File: src/vtis_pkg.sv
package vtis_pkg;

   // Defaults and fixed encodings
   localparam int          VTIS_TABLE_ENTRIES = 16;
   localparam int          VTIS_PORT_COUNT    = 16;
   localparam int          VTIS_QUEUE_DEPTH   = 4;
   localparam logic [15:0] VTIS_BASE_RESET    = 16'h7077;
   localparam logic [15:0] VTIS_ETYPE_IPV4    = 16'h0800;
   localparam logic [0:0]  VTIS_CMD_TX        = 1'b0;

   // Register indexes
   localparam logic [2:0] CSR_BASE_ETHERTYPE = 3'd0;
   localparam logic [2:0] CSR_PACK_IP_ENABLE = 3'd1;
   localparam logic [2:0] CSR_TABLE_WORD_0   = 3'd2;
   localparam logic [2:0] CSR_TABLE_WORD_1   = 3'd3;
   localparam logic [2:0] CSR_TABLE_WORD_2   = 3'd4;
   localparam logic [2:0] CSR_TABLE_WORD_3   = 3'd5;

   typedef enum logic [1:0] {
      MODE_HEADER   = 2'd0,
      MODE_TAG_TAIL = 2'd1,
      MODE_PASS     = 2'd2
   } vtis_mode_type;

   typedef struct packed {
      logic       command;
      logic [3:0] port;
      logic [3:0] entry;
      logic [7:0] data_byte;
      logic       last;
   } vtis_req_type;

   typedef struct packed {
      logic [7:0] out_byte;
      logic [3:0] out_port;
      logic [3:0] out_entry;
      logic       out_last;
   } vtis_rsp_type;

   // One queued job: a pass-through byte, or a header burst of 12 MAC bytes
   // followed by 2 or 6 suffix bytes
   typedef struct packed {
      logic            is_hdr;
      logic            last;
      logic [3:0]      port;
      logic [3:0]      entry;
      logic [7:0]      data_byte;
      logic            sfx_six;
      logic [5:0][7:0] sfx;
   } vtis_job_type;

endpackage

File: src/vtis_fifo.sv
module vtis_fifo import vtis_pkg::*; #(
   parameter int DEPTH = VTIS_QUEUE_DEPTH
) (
   input  logic         clock,
   input  logic         reset,
   input  logic         push,
   input  vtis_job_type push_data,
   output logic         full,
   input  logic         pop,
   output logic         head_valid,
   output vtis_job_type head_data
);

   localparam int AW = (DEPTH > 1) ? $clog2(DEPTH) : 1;
   localparam int CW = $clog2(DEPTH + 1);

   vtis_job_type   mem_ff [DEPTH];
   logic [AW-1:0]  wp_ff, wp_in, rp_ff, rp_in;
   logic [CW-1:0]  cnt_ff, cnt_in;

   assign full       = (cnt_ff == CW'(DEPTH));
   assign head_valid = (cnt_ff != '0);
   assign head_data  = mem_ff[rp_ff];

   // Advance pointers with wrap at the depth
   always_comb begin
      wp_in  = wp_ff;
      rp_in  = rp_ff;
      cnt_in = cnt_ff;
      if (push) begin
         wp_in = (wp_ff == AW'(DEPTH - 1)) ? '0 : wp_ff + AW'(1);
      end
      if (pop) begin
         rp_in = (rp_ff == AW'(DEPTH - 1)) ? '0 : rp_ff + AW'(1);
      end
      if (push && !pop) begin
         cnt_in = cnt_ff + CW'(1);
      end else if (pop && !push) begin
         cnt_in = cnt_ff - CW'(1);
      end
   end

   always_ff @(posedge clock) begin
      if (reset) begin
         wp_ff  <= '0;
         rp_ff  <= '0;
         cnt_ff <= '0;
      end else begin
         wp_ff  <= wp_in;
         rp_ff  <= rp_in;
         cnt_ff <= cnt_in;
      end
   end

   always_ff @(posedge clock) begin
      if (push) begin
         mem_ff[wp_ff] <= push_data;
      end
   end

endmodule

File: src/vtis_front.sv
module vtis_front import vtis_pkg::*; #(
   parameter int TABLE_ENTRIES = VTIS_TABLE_ENTRIES,
   parameter int PORT_COUNT    = VTIS_PORT_COUNT
) (
   input  logic         clock,
   input  logic         reset,
   input  logic         csr_we,
   input  logic [2:0]   csr_index,
   input  logic [63:0]  csr_wdata,
   input  logic         req_valid,
   output logic         req_ready,
   input  vtis_req_type req_data,
   output logic         push,
   output vtis_job_type push_data,
   input  logic         queue_full,
   input  logic         hdr_done,
   input  logic [3:0]   hs_rd_addr,
   output logic [7:0]   hs_rd_data
);

   logic [15:0]   base_ff;
   logic          pack_ff;
   logic [63:0]   tbl_ff [4];

   logic [7:0]    hs_ff [16];
   logic [4:0]    cnt_ff, cnt_in;
   vtis_mode_type mode_ff, mode_in;
   logic [3:0]    matched_ff, matched_in;
   logic          drop_ff, drop_in;
   logic          pend_ff, pend_in;

   logic [15:0]   ent_w [16];
   logic [15:0]   live;
   logic          acc, clr, hs_we;
   logic [3:0]    hs_addr;
   logic [15:0]   et, pv, tv;
   logic [11:0]   key_vid;
   logic          key_ok, hit;
   logic [3:0]    hit_idx;

   // Unpack table entries and their live flags
   for (genvar i = 0; i < 16; i++) begin : g_ent
      assign ent_w[i] = tbl_ff[i / 4][(i % 4) * 16 +: 16];
      assign live[i]  = (i < TABLE_ENTRIES) && (ent_w[i][11:0] != 12'd0)
                        && ({1'b0, ent_w[i][15:12]} < 5'(PORT_COUNT));
   end

   assign hs_rd_data = hs_ff[hs_rd_addr];
   assign req_ready  = !queue_full && !(pend_ff && (mode_ff != MODE_PASS));
   assign acc        = req_valid && req_ready;

   assign et = {hs_ff[12], req_data.data_byte};
   assign pv = et - base_ff;
   assign tv = base_ff + {4'd0, ent_w[req_data.entry][11:0]};

   // Pick the lookup key: tag TCI or packed ethertype offset
   always_comb begin
      if (mode_ff == MODE_TAG_TAIL) begin
         key_vid = {hs_ff[12][3:0], hs_ff[13]};
         key_ok  = 1'b1;
      end else begin
         key_vid = pv[11:0];
         key_ok  = (pv[15:12] == 4'd0);
      end
   end

   // Lowest live entry matching port and VID
   always_comb begin
      hit     = 1'b0;
      hit_idx = '0;
      for (int i = 15; i >= 0; i--) begin
         if (live[i] && ent_w[i][15:12] == req_data.port && ent_w[i][11:0] == key_vid) begin
            hit     = key_ok;
            hit_idx = 4'(i);
         end
      end
   end

   // Classify each beat and build queue jobs
   always_comb begin
      cnt_in     = cnt_ff;
      mode_in    = mode_ff;
      matched_in = matched_ff;
      drop_in    = drop_ff;
      pend_in    = pend_ff && !hdr_done;
      push       = 1'b0;
      push_data  = '0;
      hs_we      = 1'b0;
      hs_addr    = cnt_ff[3:0];
      clr        = 1'b0;
      push_data.last = req_data.last;
      if (acc) begin
         clr = req_data.last;
         if (!drop_ff) begin
            unique case (mode_ff)
               MODE_PASS: begin
                  push                = 1'b1;
                  push_data.data_byte = req_data.data_byte;
                  push_data.port      = ent_w[matched_ff][15:12];
                  push_data.entry     = matched_ff;
               end
               MODE_TAG_TAIL: begin
                  if (cnt_ff < 5'd17) begin
                     hs_we   = 1'b1;
                     hs_addr = cnt_ff[3:0] - 4'd2;
                     cnt_in  = cnt_ff + 5'd1;
                  end else if (!hit) begin
                     drop_in = 1'b1;
                  end else begin
                     matched_in       = hit_idx;
                     push             = 1'b1;
                     push_data.is_hdr = 1'b1;
                     push_data.port   = ent_w[hit_idx][15:12];
                     push_data.entry  = hit_idx;
                     push_data.sfx[0] = hs_ff[14];
                     push_data.sfx[1] = req_data.data_byte;
                     mode_in          = MODE_PASS;
                  end
               end
               MODE_HEADER: begin
                  hs_we = 1'b1;
                  if (cnt_ff < 5'd13) begin
                     cnt_in = cnt_ff + 5'd1;
                  end else begin
                     cnt_in = 5'd14;
                     if (req_data.command == VTIS_CMD_TX) begin
                        if (!live[req_data.entry]) begin
                           drop_in = 1'b1;
                        end else begin
                           matched_in       = req_data.entry;
                           push             = 1'b1;
                           push_data.is_hdr = 1'b1;
                           push_data.port   = ent_w[req_data.entry][15:12];
                           push_data.entry  = req_data.entry;
                           mode_in          = MODE_PASS;
                           if (pack_ff && et == VTIS_ETYPE_IPV4) begin
                              push_data.sfx[0] = tv[15:8];
                              push_data.sfx[1] = tv[7:0];
                           end else begin
                              push_data.sfx_six = 1'b1;
                              push_data.sfx[0]  = base_ff[15:8];
                              push_data.sfx[1]  = base_ff[7:0];
                              push_data.sfx[2]  = {4'd0, ent_w[req_data.entry][11:8]};
                              push_data.sfx[3]  = ent_w[req_data.entry][7:0];
                              push_data.sfx[4]  = hs_ff[12];
                              push_data.sfx[5]  = req_data.data_byte;
                           end
                        end
                     end else if (et == base_ff) begin
                        mode_in = MODE_TAG_TAIL;
                     end else if (pack_ff && hit) begin
                        matched_in       = hit_idx;
                        push             = 1'b1;
                        push_data.is_hdr = 1'b1;
                        push_data.port   = ent_w[hit_idx][15:12];
                        push_data.entry  = hit_idx;
                        push_data.sfx[0] = VTIS_ETYPE_IPV4[15:8];
                        push_data.sfx[1] = VTIS_ETYPE_IPV4[7:0];
                        mode_in          = MODE_PASS;
                     end else begin
                        drop_in = 1'b1;
                     end
                  end
               end
               default: begin
                  mode_in = MODE_HEADER;
               end
            endcase
         end
         if (clr) begin
            cnt_in  = '0;
            mode_in = MODE_HEADER;
            drop_in = 1'b0;
         end
      end
      if (push && push_data.is_hdr) begin
         pend_in = 1'b1;
      end
   end

   always_ff @(posedge clock) begin
      if (reset) begin
         cnt_ff     <= '0;
         mode_ff    <= MODE_HEADER;
         matched_ff <= '0;
         drop_ff    <= 1'b0;
         pend_ff    <= 1'b0;
      end else begin
         cnt_ff     <= cnt_in;
         mode_ff    <= mode_in;
         matched_ff <= matched_in;
         drop_ff    <= drop_in;
         pend_ff    <= pend_in;
      end
   end

   // Hold header bytes
   always_ff @(posedge clock) begin
      if (hs_we) begin
         hs_ff[hs_addr] <= req_data.data_byte;
      end
   end

   // Configuration registers
   always_ff @(posedge clock) begin
      if (reset) begin
         base_ff   <= VTIS_BASE_RESET;
         pack_ff   <= 1'b0;
         tbl_ff[0] <= '0;
         tbl_ff[1] <= '0;
         tbl_ff[2] <= '0;
         tbl_ff[3] <= '0;
      end else if (csr_we) begin
         unique case (csr_index)
            CSR_BASE_ETHERTYPE: base_ff   <= csr_wdata[15:0];
            CSR_PACK_IP_ENABLE: pack_ff   <= csr_wdata[0];
            CSR_TABLE_WORD_0:   tbl_ff[0] <= csr_wdata;
            CSR_TABLE_WORD_1:   tbl_ff[1] <= csr_wdata;
            CSR_TABLE_WORD_2:   tbl_ff[2] <= csr_wdata;
            CSR_TABLE_WORD_3:   tbl_ff[3] <= csr_wdata;
            default: ;
         endcase
      end
   end

endmodule

File: src/vtis_back.sv
module vtis_back import vtis_pkg::*; (
   input  logic         clock,
   input  logic         reset,
   input  logic         head_valid,
   input  vtis_job_type head_data,
   output logic         pop,
   output logic         hdr_done,
   output logic [3:0]   hs_rd_addr,
   input  logic [7:0]   hs_rd_data,
   output logic         rsp_valid,
   input  logic         rsp_ready,
   output vtis_rsp_type rsp_data
);

   logic [4:0]   cnt_ff, cnt_in;
   logic         rv_ff, rv_in;
   vtis_rsp_type rsp_ff, rsp_in;
   logic         adv, fin;
   logic [2:0]   k;

   assign hs_rd_addr = cnt_ff[3:0];
   assign k          = 3'(cnt_ff - 5'd12);
   assign adv        = head_valid && (!rv_ff || rsp_ready);
   assign fin        = !head_data.is_hdr
                       || (cnt_ff == (head_data.sfx_six ? 5'd17 : 5'd13));
   assign pop        = adv && fin;
   assign hdr_done   = pop && head_data.is_hdr;
   assign rsp_valid  = rv_ff;
   assign rsp_data   = rsp_ff;

   // Expand the head job into the output register, one beat per cycle unless rsp_ready stalls it
   always_comb begin
      cnt_in = cnt_ff;
      rv_in  = rv_ff && !rsp_ready;
      rsp_in = rsp_ff;
      if (adv) begin
         rv_in            = 1'b1;
         rsp_in.out_port  = head_data.port;
         rsp_in.out_entry = head_data.entry;
         rsp_in.out_last  = head_data.last && fin;
         if (!head_data.is_hdr) begin
            rsp_in.out_byte = head_data.data_byte;
         end else if (cnt_ff < 5'd12) begin
            rsp_in.out_byte = hs_rd_data;
         end else begin
            rsp_in.out_byte = head_data.sfx[k];
         end
         cnt_in = fin ? 5'd0 : cnt_ff + 5'd1;
      end
   end

   always_ff @(posedge clock) begin
      if (reset) begin
         cnt_ff <= '0;
         rv_ff  <= 1'b0;
      end else begin
         cnt_ff <= cnt_in;
         rv_ff  <= rv_in;
      end
   end

   always_ff @(posedge clock) begin
      rsp_ff <= rsp_in;
   end

endmodule

File: src/vlan_tag_insert_strip.sv
// VLAN tag insert/strip with a configurable tag ethertype.
// Input channel req_*: one frame byte per beat, destination MAC first, with
// command, port, entry and last. Output channel rsp_*: one rewritten byte per
// beat with its physical port, interface entry and last flag.
// csr_*: write-only registers (base ethertype, pack enable, four table words),
// to be written by the user only while the block is idle; the block does not enforce it.
// Throughput: one input byte per cycle while req_ready is high. Header bytes
// are held (no output) until the decision byte; the header burst of 14 or 18
// beats then leaves the output at one beat per cycle, and pass-through bytes
// follow at one per cycle, while rsp_ready is high. The job queue between the
// classifier and the expander absorbs the burst; while a header burst is still
// being sent, the next frame's header bytes wait. Jobs pass through the queue,
// then the output register. Unmatched, empty or short frames give no output.
// Reset (synchronous) empties the queue, clears the output valid flag and
// restores register defaults. When rsp_ready is low the output beat holds,
// the queue fills, and req_ready drops once the queue is full.
module vlan_tag_insert_strip import vtis_pkg::*; #(
   parameter int TABLE_ENTRIES = VTIS_TABLE_ENTRIES,
   parameter int PORT_COUNT    = VTIS_PORT_COUNT,
   parameter int QUEUE_DEPTH   = VTIS_QUEUE_DEPTH
) (
   input  logic         clock,
   input  logic         reset,
   input  logic         csr_we,
   input  logic [2:0]   csr_index,
   input  logic [63:0]  csr_wdata,
   input  logic         req_valid,
   output logic         req_ready,
   input  vtis_req_type req_data,
   output logic         rsp_valid,
   input  logic         rsp_ready,
   output vtis_rsp_type rsp_data
);

   logic         push, full, pop, head_valid, hdr_done;
   vtis_job_type push_data, head_data;
   logic [3:0]   hs_rd_addr;
   logic [7:0]   hs_rd_data;

   vtis_front #(
      .TABLE_ENTRIES(TABLE_ENTRIES),
      .PORT_COUNT   (PORT_COUNT)
   ) u_front (
      .clock     (clock),
      .reset     (reset),
      .csr_we    (csr_we),
      .csr_index (csr_index),
      .csr_wdata (csr_wdata),
      .req_valid (req_valid),
      .req_ready (req_ready),
      .req_data  (req_data),
      .push      (push),
      .push_data (push_data),
      .queue_full(full),
      .hdr_done  (hdr_done),
      .hs_rd_addr(hs_rd_addr),
      .hs_rd_data(hs_rd_data)
   );

   vtis_fifo #(
      .DEPTH(QUEUE_DEPTH)
   ) u_fifo (
      .clock     (clock),
      .reset     (reset),
      .push      (push),
      .push_data (push_data),
      .full      (full),
      .pop       (pop),
      .head_valid(head_valid),
      .head_data (head_data)
   );

   vtis_back u_back (
      .clock     (clock),
      .reset     (reset),
      .head_valid(head_valid),
      .head_data (head_data),
      .pop       (pop),
      .hdr_done  (hdr_done),
      .hs_rd_addr(hs_rd_addr),
      .hs_rd_data(hs_rd_data),
      .rsp_valid (rsp_valid),
      .rsp_ready (rsp_ready),
      .rsp_data  (rsp_data)
   );

endmodule
File: config.mk
export PLATFORM = sky130hd
export DESIGN_NAME = vlan_tag_insert_strip
export DESIGN_NICKNAME = d
export VERILOG_FILES = /design/src/vtis_pkg.sv /design/src/vtis_fifo.sv /design/src/vtis_front.sv /design/src/vtis_back.sv /design/src/vlan_tag_insert_strip.sv
export SDC_FILE = /design/constraint.sdc
export NUM_CORES = 1
export LEC_CHECK = 0
export ABC_AREA = 1
export BUFFER_PORTS_ARGS = -buffer_cell sky130_fd_sc_hd__buf_2
export CAP_MARGIN = 10
export CORE_ASPECT_RATIO = 2
export CORE_UTILIZATION = 25
export DETAILED_ROUTE_END_ITERATION = 8
export GPL_TIMING_DRIVEN = 1
export PLACE_DENSITY_LB_ADDON = 0.3
export SLEW_MARGIN = 0
export SYNTH_ARGS = -nofsm -noshare
export SYNTH_HDL_FRONTEND = slang
export SYNTH_HIERARCHICAL = 1
export SYNTH_SLANG_ARGS = --single-unit
File: constraint.sdc
create_clock -name clock -period 7.6 [get_ports clock]
set_input_delay 1.14 -clock clock [delete_from_list [all_inputs] [get_ports clock]]
set_output_delay 1.14 -clock clock [all_outputs]
set_load 0.02 [all_outputs]
==> summary.txt, run 1 <==
Status
  • Outcome: complete, no violations

Layout
  • Multi-input gate area in the final layout: 15160 um2
  • Final standard cell count with taps included and fillers excluded: 6579
  • Share of cells above drive strength 1: 0.09164
  • Post-route cell area: 44500 um2
  • Area delta synth->final: 13.16%
  • Final-stage net count: 4583
  • Core occupancy in the finished layout: 0.2853
  • # fillers: 16720
  • Sequential cell area: 21000 um2

Setup path
  • Slowest Stage Delay on Critical Path: 0.49 ns
  • Slowest cell on the critical path: ha_1
  • Worst path required time: 8.16 ns
  • Worst Setup Path Type: in -> reg
  • Cell mode on critical path: nand2_1
  • Endpoint type of the worst setup path: flip-flop
  • Arrival time of the worst setup path: 6.89 ns
  • CP startpoint kind: primary input
  • Max FO, Critical Path: 10

Worst hold path
  • Kind of path behind the tightest hold check: reg -> reg

STA
  • Slew headroom: 0.2370
  • Final Hold Slack: 0.4678 ns
  • RSZ-0062 raised after global routing: no
  • Post-layout min period: 6.328 ns
  • Max Freq: 158.0 MHz
  • Final Hold Violating Endpoints: 0
  • Layout Skew: 0.04347 ns
  • Accumulated negative setup slack: 0 ns
  • Final clock period utilization by the worst path: 0.8327
  • Pin slew with the least headroom to its limit: 1.143 ns
  • # setup viols final: 0
  • Final Slew Violations: 0

Clock tree
  • Cell at the root of the clock tree: clkbuf_16
  • Skew-Pair Late Insertion Delay: 0.68 ns
  • Total of cells resized after clock tree synthesis: 0
  • Clock transition at the register clock pins on the worst setup and hold paths after CTS: 0.07 ns
  • Hold buffers post-CTS: 0
  • Largest buffer count on any clock path: 3
  • Sinks on Clock Net: 714
  • Post-CTS Setup Inserts: 0
  • TritonCTS clock tree: done
  • Number of buffers created by CTS: 70
  • H-tree levels: 3

Drt
  • DRC violation count after routing: 0
  • Routed wire length: 169500 um
  • Number of detailed-route iterations in the first pass: 5
  • Count of antenna-violating nets left after detailed routing: 0
  • Starting DRC count in detailed routing: 2333
  • Wire length per cell: 25.76 um
  • Overall via count from detail_route: 32610
  • Routed via count divided by cell count: 4.956

Placed design
  • Half-perimeter wire length of the detailed placement result: 129500 um
  • IO Port Bufs: 108
  • Total instance count after detailed placement: 6449
  • Final estimated routing congestion in global placement: 0.9655
  • Cell area reported after detailed placement: 42180 um2

Synth
  • Leading cell type by number of instances after synthesis: edfxtp_1
  • Fraction of registers with async set or reset after synthesis: 0
  • Synthesized instance count: 4392
  • Number of storage elements in the synthesis netlist: 714
  • Synthesis warning total: 6
  • Prevailing post-synth register cell: edfxtp_1
  • Cell type with the highest aggregate area in the netlist: edfxtp_1
  • Share of Yosys cell area claimed by the top area cell type: 0.5109
  • Synthesized cell area: 39320 um2
  • Count of flip-flops with a built-in enable after synthesis: 669
  • Share of synthesized area occupied by flip-flops and latches: 0.5338
  • Avg Synthesized Cell Area: 8.953 um2
  • Dominant cells by area after synthesis: edfxtp_1, nor2_1, nand2_1, inv_1, o21ai_0
  • Cell types with the highest counts after synthesis: edfxtp_1, nor2_1, nand2_1
  • Number of distinct library cell variants in the gate-level netlist after synthesis: 66

Floorplanning
  • Placeable core area: 156000 um2
  • Row count: 205
  • Top Ports: 109
  • Floorplan die area: 159000 um2
  • Die X-Extent: 282.4 um
  • Die extent in y: 562.9 um
  • Starting density of the core: 0.2521

Global routing
  • GRT Util Overall: 0.2112
  • Largest net degree at the start of global routing: 135
  • Remaining global-route overflow: 0
  • Via count of the first global-routing pass: 33080
  • First-pass GRT wire length: 237300 um
  • Number of antenna violations at the first check in global routing: 3

Power and ir drop
  • Leakage power: 17.24 nW
  • Maximum vdd ir drop: 199.3 uV
  • Pwr Density: 260.5 nW/um2

Flow run
  • Number of max-cap violations: 0
report_power, final:
part	total, W	switching (W)	internal [W]
logic	0.00314	0.00227	0.000862
clock network	0.00361	0.00167	0.00194
registers	0.00484	0.000278	0.00457
cell usage in the layout (no fill, tap or decap), types with 21 or more instances in the layout:
| master | instances |
|---|---|
| edfxtp_1 | 669 |
| nor2_1 | 646 |
| nand2_1 | 616 |
| inv_1 | 506 |
| o21ai_0 | 371 |
| nand3_1 | 282 |
| a21oi_1 | 273 |
| buf_2 | 107 |
| xor2_1 | 98 |
| buf_4 | 88 |
| o211ai_1 | 84 |
| o22ai_1 | 76 |
| nand4_1 | 75 |
| clkbuf_16 | 72 |
| xnor2_1 | 70 |
| nor3_1 | 53 |
| dfxtp_1 | 41 |
| ha_1 | 39 |
| nor4_1 | 38 |
| mux2i_1 | 32 |
| nand3b_1 | 28 |
| nand2_2 | 21 |
layout make-up:
cell class | instances | share of cell area
flip-flops and latches | 714 | 0.4719
well taps | 2070 | 0.05820
diodes | 2 | 0.0001125
inverters | 532 | 0.04524
clock buffers | 84 | 0.04285
multi-input cells | 2927 | 0.3407
repair buffers | 206 | 0.03183
clock inverters | 44 | 0.009167
logic make-up after synthesis:
family / after synthesis / synth area share
xor+xnor: 168 / 0.03742
mux: 32 / 0.008146
buf+inv: 754 / 0.08276
simple gates: 1812 / 0.2014
other cells: 1 / 0.00009537
compound gates: 869 / 0.1225
fa+ha+maj: 42 / 0.01394
flops: 714 / 0.5338
registers in the layout, indices dropped and copies added, names as in the netlist, 3 cells and up, named ones only:
register / count
u_back/cnt_ff: 5
u_back/rsp_data: 17
u_fifo/cnt_ff: 3
u_fifo/mem_ff: 268
u_front/base_ff: 16
u_front/cnt_ff: 5
u_front/hs_ff: 128
u_front/matched_ff: 4
u_front/tbl_ff: 256
metal layers:
metal	vias up	share of wire	global-route usage	wire (um)
met4	2	0.10	0.1873	17380
met2	1120	0.53	0.3962	90300
met5	-	0.000053	0	9
li1	15110	-	-	-
met3	446	0.041	0.02415	6883
met1	15930	0.32	0.1984	54900
final timing paths:
check	to	cells after the start	start	slack (ns)
setup reg to reg	u_fifo/cnt_ff[1]$_SDFFE_PP0P_	29	u_front/base_ff[2]$_SDFFE_PP1P_	1.28
hold / removal	u_front/pend_ff$_SDFF_PP0_	2	u_front/pend_ff$_SDFF_PP0_	0.47
setup / recovery	u_fifo/cnt_ff[1]$_SDFFE_PP0P_	29	req_data[3]	1.27
hold reg to reg	u_front/pend_ff$_SDFF_PP0_	2	u_front/pend_ff$_SDFF_PP0_	0.47
critical path, delay by kind of cell:
| family | cells | cell delay (ns) |
|---|---|---|
| compound gates | 3 | 0.56 |
| simple gates | 18 | 2.96 |
| fa+ha+maj | 3 | 1.18 |
| buf+inv | 5 | 1.03 |
metrics by stage:
stage	worst slack, ns	power [W]
after floorplan	0.8072	0.006929
after global placement	0.5574	0.008077
after detailed placement	0.6672	0.008090
after CTS	1.389	0.01169
after global routing	0.9449	0.01213
final	1.272	0.01159
Note: power is estimated with default switching activity, not from simulation.
==> run 2: changes to the inputs <==
- clock period: 7.6 -> 5.9 ns (I/O delays scaled with it)
==> run 2 against run 1 <==
- register-to-register slack worse by 0.86 ns
- largest power group unchanged
- via count up 2.5%
- non-clock buffer count is 247 higher
- sequential power grew 29%
- first-iteration DRC count up 11%
- combinational power increased by 41%
- highest routed layer unchanged
==> summary.txt, run 2 (synthesis gave the netlist of run 1 again) <==
Placed design
  • Half-perimeter wire length of the detailed placement result: 132300 um (was 129500 um)
  • IO Port Bufs: 108 (unchanged)
  • Final estimated routing congestion in global placement: 0.9969 (was 0.9655)

Layout
  • Leading registers by flop count: u_fifo/mem_ff (268), u_front/tbl_ff (256), u_front/hs_ff (128) (unchanged)
  • Most frequent cells in the layout: edfxtp_1, nor2_1, nand2_1 (unchanged)
  • Share of cells above drive strength 1: 0.1368 (was 0.09164)
  • Final-stage net count: 4826 (was 4583)
  • Max reg flops: 268 (unchanged)
  • Top register by number of flip-flops: u_fifo/mem_ff (unchanged)
  • Area delta synth->final: 18.10% (was 13.16%)
  • Most common cell after layout, fill and taps aside: edfxtp_1 (unchanged)

Global routing
  • Number of antenna violations at the first check in global routing: 7 (was 3)
  • Remaining global-route overflow: 0 (unchanged)
  • Largest net degree at the start of global routing: 135 (unchanged)
  • GRT Util Overall: 0.2120 (was 0.2112)
  • Via count of the first global-routing pass: 33370 (was 33080)
  • First-pass GRT wire length: 238000 um (was 237300 um)

Status
  • Outcome: complete, no violations (unchanged)

Clock tree
  • Clock transition at the register clock pins on the worst setup and hold paths after CTS: 0.06 ns (was 0.07 ns)
  • Hold buffers post-CTS: 0 (unchanged)
  • Post-CTS Setup Inserts: 0 (unchanged)
  • Number of buffers created by CTS: 66 (was 70)
  • Sinks on Clock Net: 714 (unchanged)
  • Cell at the root of the clock tree: clkbuf_16 (unchanged)
  • Largest buffer count on any clock path: 3 (unchanged)
  • Skew-Pair Late Insertion Delay: 0.67 ns (was 0.68 ns)
  • H-tree levels: 3 (unchanged)
  • TritonCTS clock tree: done (unchanged)

Power and ir drop
  • Leakage power: 18.44 nW (was 17.24 nW)
  • Maximum vdd ir drop: 235.2 uV (was 199.3 uV)
  • Internal Pwr Total: 0.009651 W (was 0.007365 W)
  • Switching part of the total: 0.3615 (was 0.3645)
  • Clk network pwr share: 0.294 (was 0.311)
  • Sequential Power Share: 0.412 (was 0.418)
  • Sw Pwr: 0.005464 W (was 0.004224 W)
  • Proportion of power drawn by combinational gates: 0.294 (was 0.271)
  • Pwr Density: 325.5 nW/um2 (was 260.5 nW/um2)

Worst hold path
  • Kind of path behind the tightest hold check: reg -> reg (unchanged)
  • Number of cells on the worst hold path: 2 (unchanged)
  • Endpoint of the worst hold path: u_front/pend_ff$_SDFF_PP0_ (unchanged)
  • Origin of the worst min-delay path: u_front/pend_ff$_SDFF_PP0_ (unchanged)

Floorplanning
  • Placeable core area: 156000 um2 (unchanged)
  • Row count: 205 (unchanged)
  • Starting density of the core: 0.2521 (unchanged)
  • Die X-Extent: 282.4 um (unchanged)
  • Top Ports: 109 (unchanged)
  • Floorplan die area: 159000 um2 (unchanged)
  • Die extent in y: 562.9 um (unchanged)

STA
  • Slew headroom: 0.1702 (was 0.2370)
  • Accumulated negative setup slack: 0 ns (unchanged)
  • Layout Skew: 0.04376 ns (was 0.04347 ns)
  • Final clock period utilization by the worst path: 0.9428
  • Pin slew with the least headroom to its limit: 1.240 ns (was 1.143 ns)
  • Final Hold Violating Endpoints: 0 (unchanged)
  • Max Freq: 179.8 MHz
  • Final Hold Slack: 0.4714 ns (was 0.4678 ns)
  • Post-layout min period: 5.562 ns
  • # setup viols final: 0 (unchanged)
  • Final Slew Violations: 0 (unchanged)
  • RSZ-0062 raised after global routing: no (unchanged)

Drt
  • Overall via count from detail_route: 33410 (was 32610)
  • Met1 wire length: 54040 um (was 54900 um)
  • Starting DRC count in detailed routing: 2585 (was 2333)
  • Count of antenna-violating nets left after detailed routing: 0 (unchanged)
  • Wire length per cell: 25.00 um (was 25.76 um)
  • Routed wire length: 170500 um (was 169500 um)
  • Top routing layer used: met5 (unchanged)
  • Detailed-routed wire length on met3: 7453 um (was 6883 um)
  • Routed via count divided by cell count: 4.901 (was 4.956)
  • DRC violation count after routing: 0 (unchanged)
  • Number of detailed-route iterations in the first pass: 5 (unchanged)
  • WL met2: 90520 um (was 90300 um)

Setup path
  • Worst flop-to-flop path endpoint: u_fifo/cnt_ff[1]$_SDFFE_PP0P_ (unchanged)
  • Arrival time of the worst setup path: 6.15 ns (was 6.89 ns)
  • Number of cell instances on the worst register-to-register path: 29 (unchanged)
  • Slowest cell on the critical path: fa_1 (was ha_1)
  • Worst path required time: 6.49 ns (was 8.16 ns)
  • Slowest Stage Delay on Critical Path: 0.42 ns (was 0.49 ns)
  • Crit Reg-Reg Startpoint: u_front/base_ff[6]$_SDFFE_PP1P_ (was u_front/base_ff[2]$_SDFFE_PP1P_)
  • Max FO, Critical Path: 8 (was 10)
  • Worst Setup Path Type: in -> reg (unchanged)
  • Cell mode on critical path: nand2_1 (unchanged)
  • R2R setup slack: 0.42 ns (was 1.28 ns)
  • CP startpoint kind: primary input (unchanged)
  • Endpoint type of the worst setup path: flip-flop (unchanged)

Flow run
  • Number of max-cap violations: 0 (unchanged)
run 2: changes by cell type in the layout (fill, tap and decap cells not counted), sizes merged:
cell | before | now
buf | 206 | 453
inv | 534 | 532
clkinv | 34 | 26
clkbuf | 84 | 83
diode | 2 | 3
bufinv | 3 | 5
run 2: how the worst max path moves through the flow:
stage / cells past startpoint / startpoint / to
2_1_floorplan: 4 / csr_we / u_front/tbl_ff[0][0]$_SDFFCE_PN0P_
4_1_cts: 34 / req_data[1] / u_fifo/cnt_ff[2]$_SDFFE_PP0P_
5_1_grt: 33 / req_data[1] / u_fifo/cnt_ff[2]$_SDFFE_PP0P_
6_report: 34 / req_data[1] / u_fifo/cnt_ff[2]$_SDFFE_PP0P_
3_3_place_gp: 35 / req_data[1] / u_fifo/cnt_ff[2]$_SDFFE_PP0P_
3_5_place_dp: 35 / req_data[1] / u_fifo/cnt_ff[2]$_SDFFE_PP0P_
run 2: final cells by class:
cell class,count,area [um2]
Tap cell,2070,2590
Multi-Input combinational cell,2927,15180
Clock buffer,83,1755
Antenna cell,3,7.507
Clock inverter,36,400.4
Sequential cell,714,21000
Timing Repair Buffer,453,3496
Inverter,532,2013
Fill cell,16740,109500
run 2: repair_timing:
| item | 4_1_cts | 5_1_grt |
|---|---|---|
| setup endpoints to repair | 0 | 118 |
| hold endpoints to repair | 0 | 0 |
| resized for setup | 0 | 3 |
run 2: power groups by stage:
stage / sequential, W / clock, W / combinational (W)
final: 0.00623 / 0.00444 / 0.00444
after global routing: 0.00627 / 0.00469 / 0.00483
after CTS: 0.00624 / 0.00454 / 0.00446
after detailed placement: 0.00635 / 0 / 0.00444
after global placement: 0.00635 / 0 / 0.00442
after floorplan: 0.00621 / 0 / 0.00272
run 2: metal layers:
| layer | vias up | GRT usage |
|---|---|---|
| met5 | - | 0 |
| met4 | 4 | 0.1974 |
| met3 | 471 | 0.02594 |
| met2 | 1182 | 0.3960 |
| met1 | 16160 | 0.1958 |
| li1 | 15600 | - |
run 2: per-stage QoR:
step                      setup WS (ns)  power (W)  area, um2  utilization  std cells
final                            0.3377    0.01512      46440       0.2978       6818
after global routing            0.08688    0.01579      46440       0.2978       6817
after CTS                        0.1928    0.01523      46410       0.2976       6814
after detailed placement        -0.4905    0.01079      44250       0.2837       6695
after global placement          -0.5709    0.01077      44250       0.2837       6695
after floorplan                 -0.6378   0.008925      39330            -       4395
run 2: critical path: cells and delay by family:
kind            cells  cell delay, ns
compound gates      2            0.20
buf+inv             7            0.88
xor+xnor            1            0.22
simple gates       20            2.70
fa+ha+maj           4            1.23
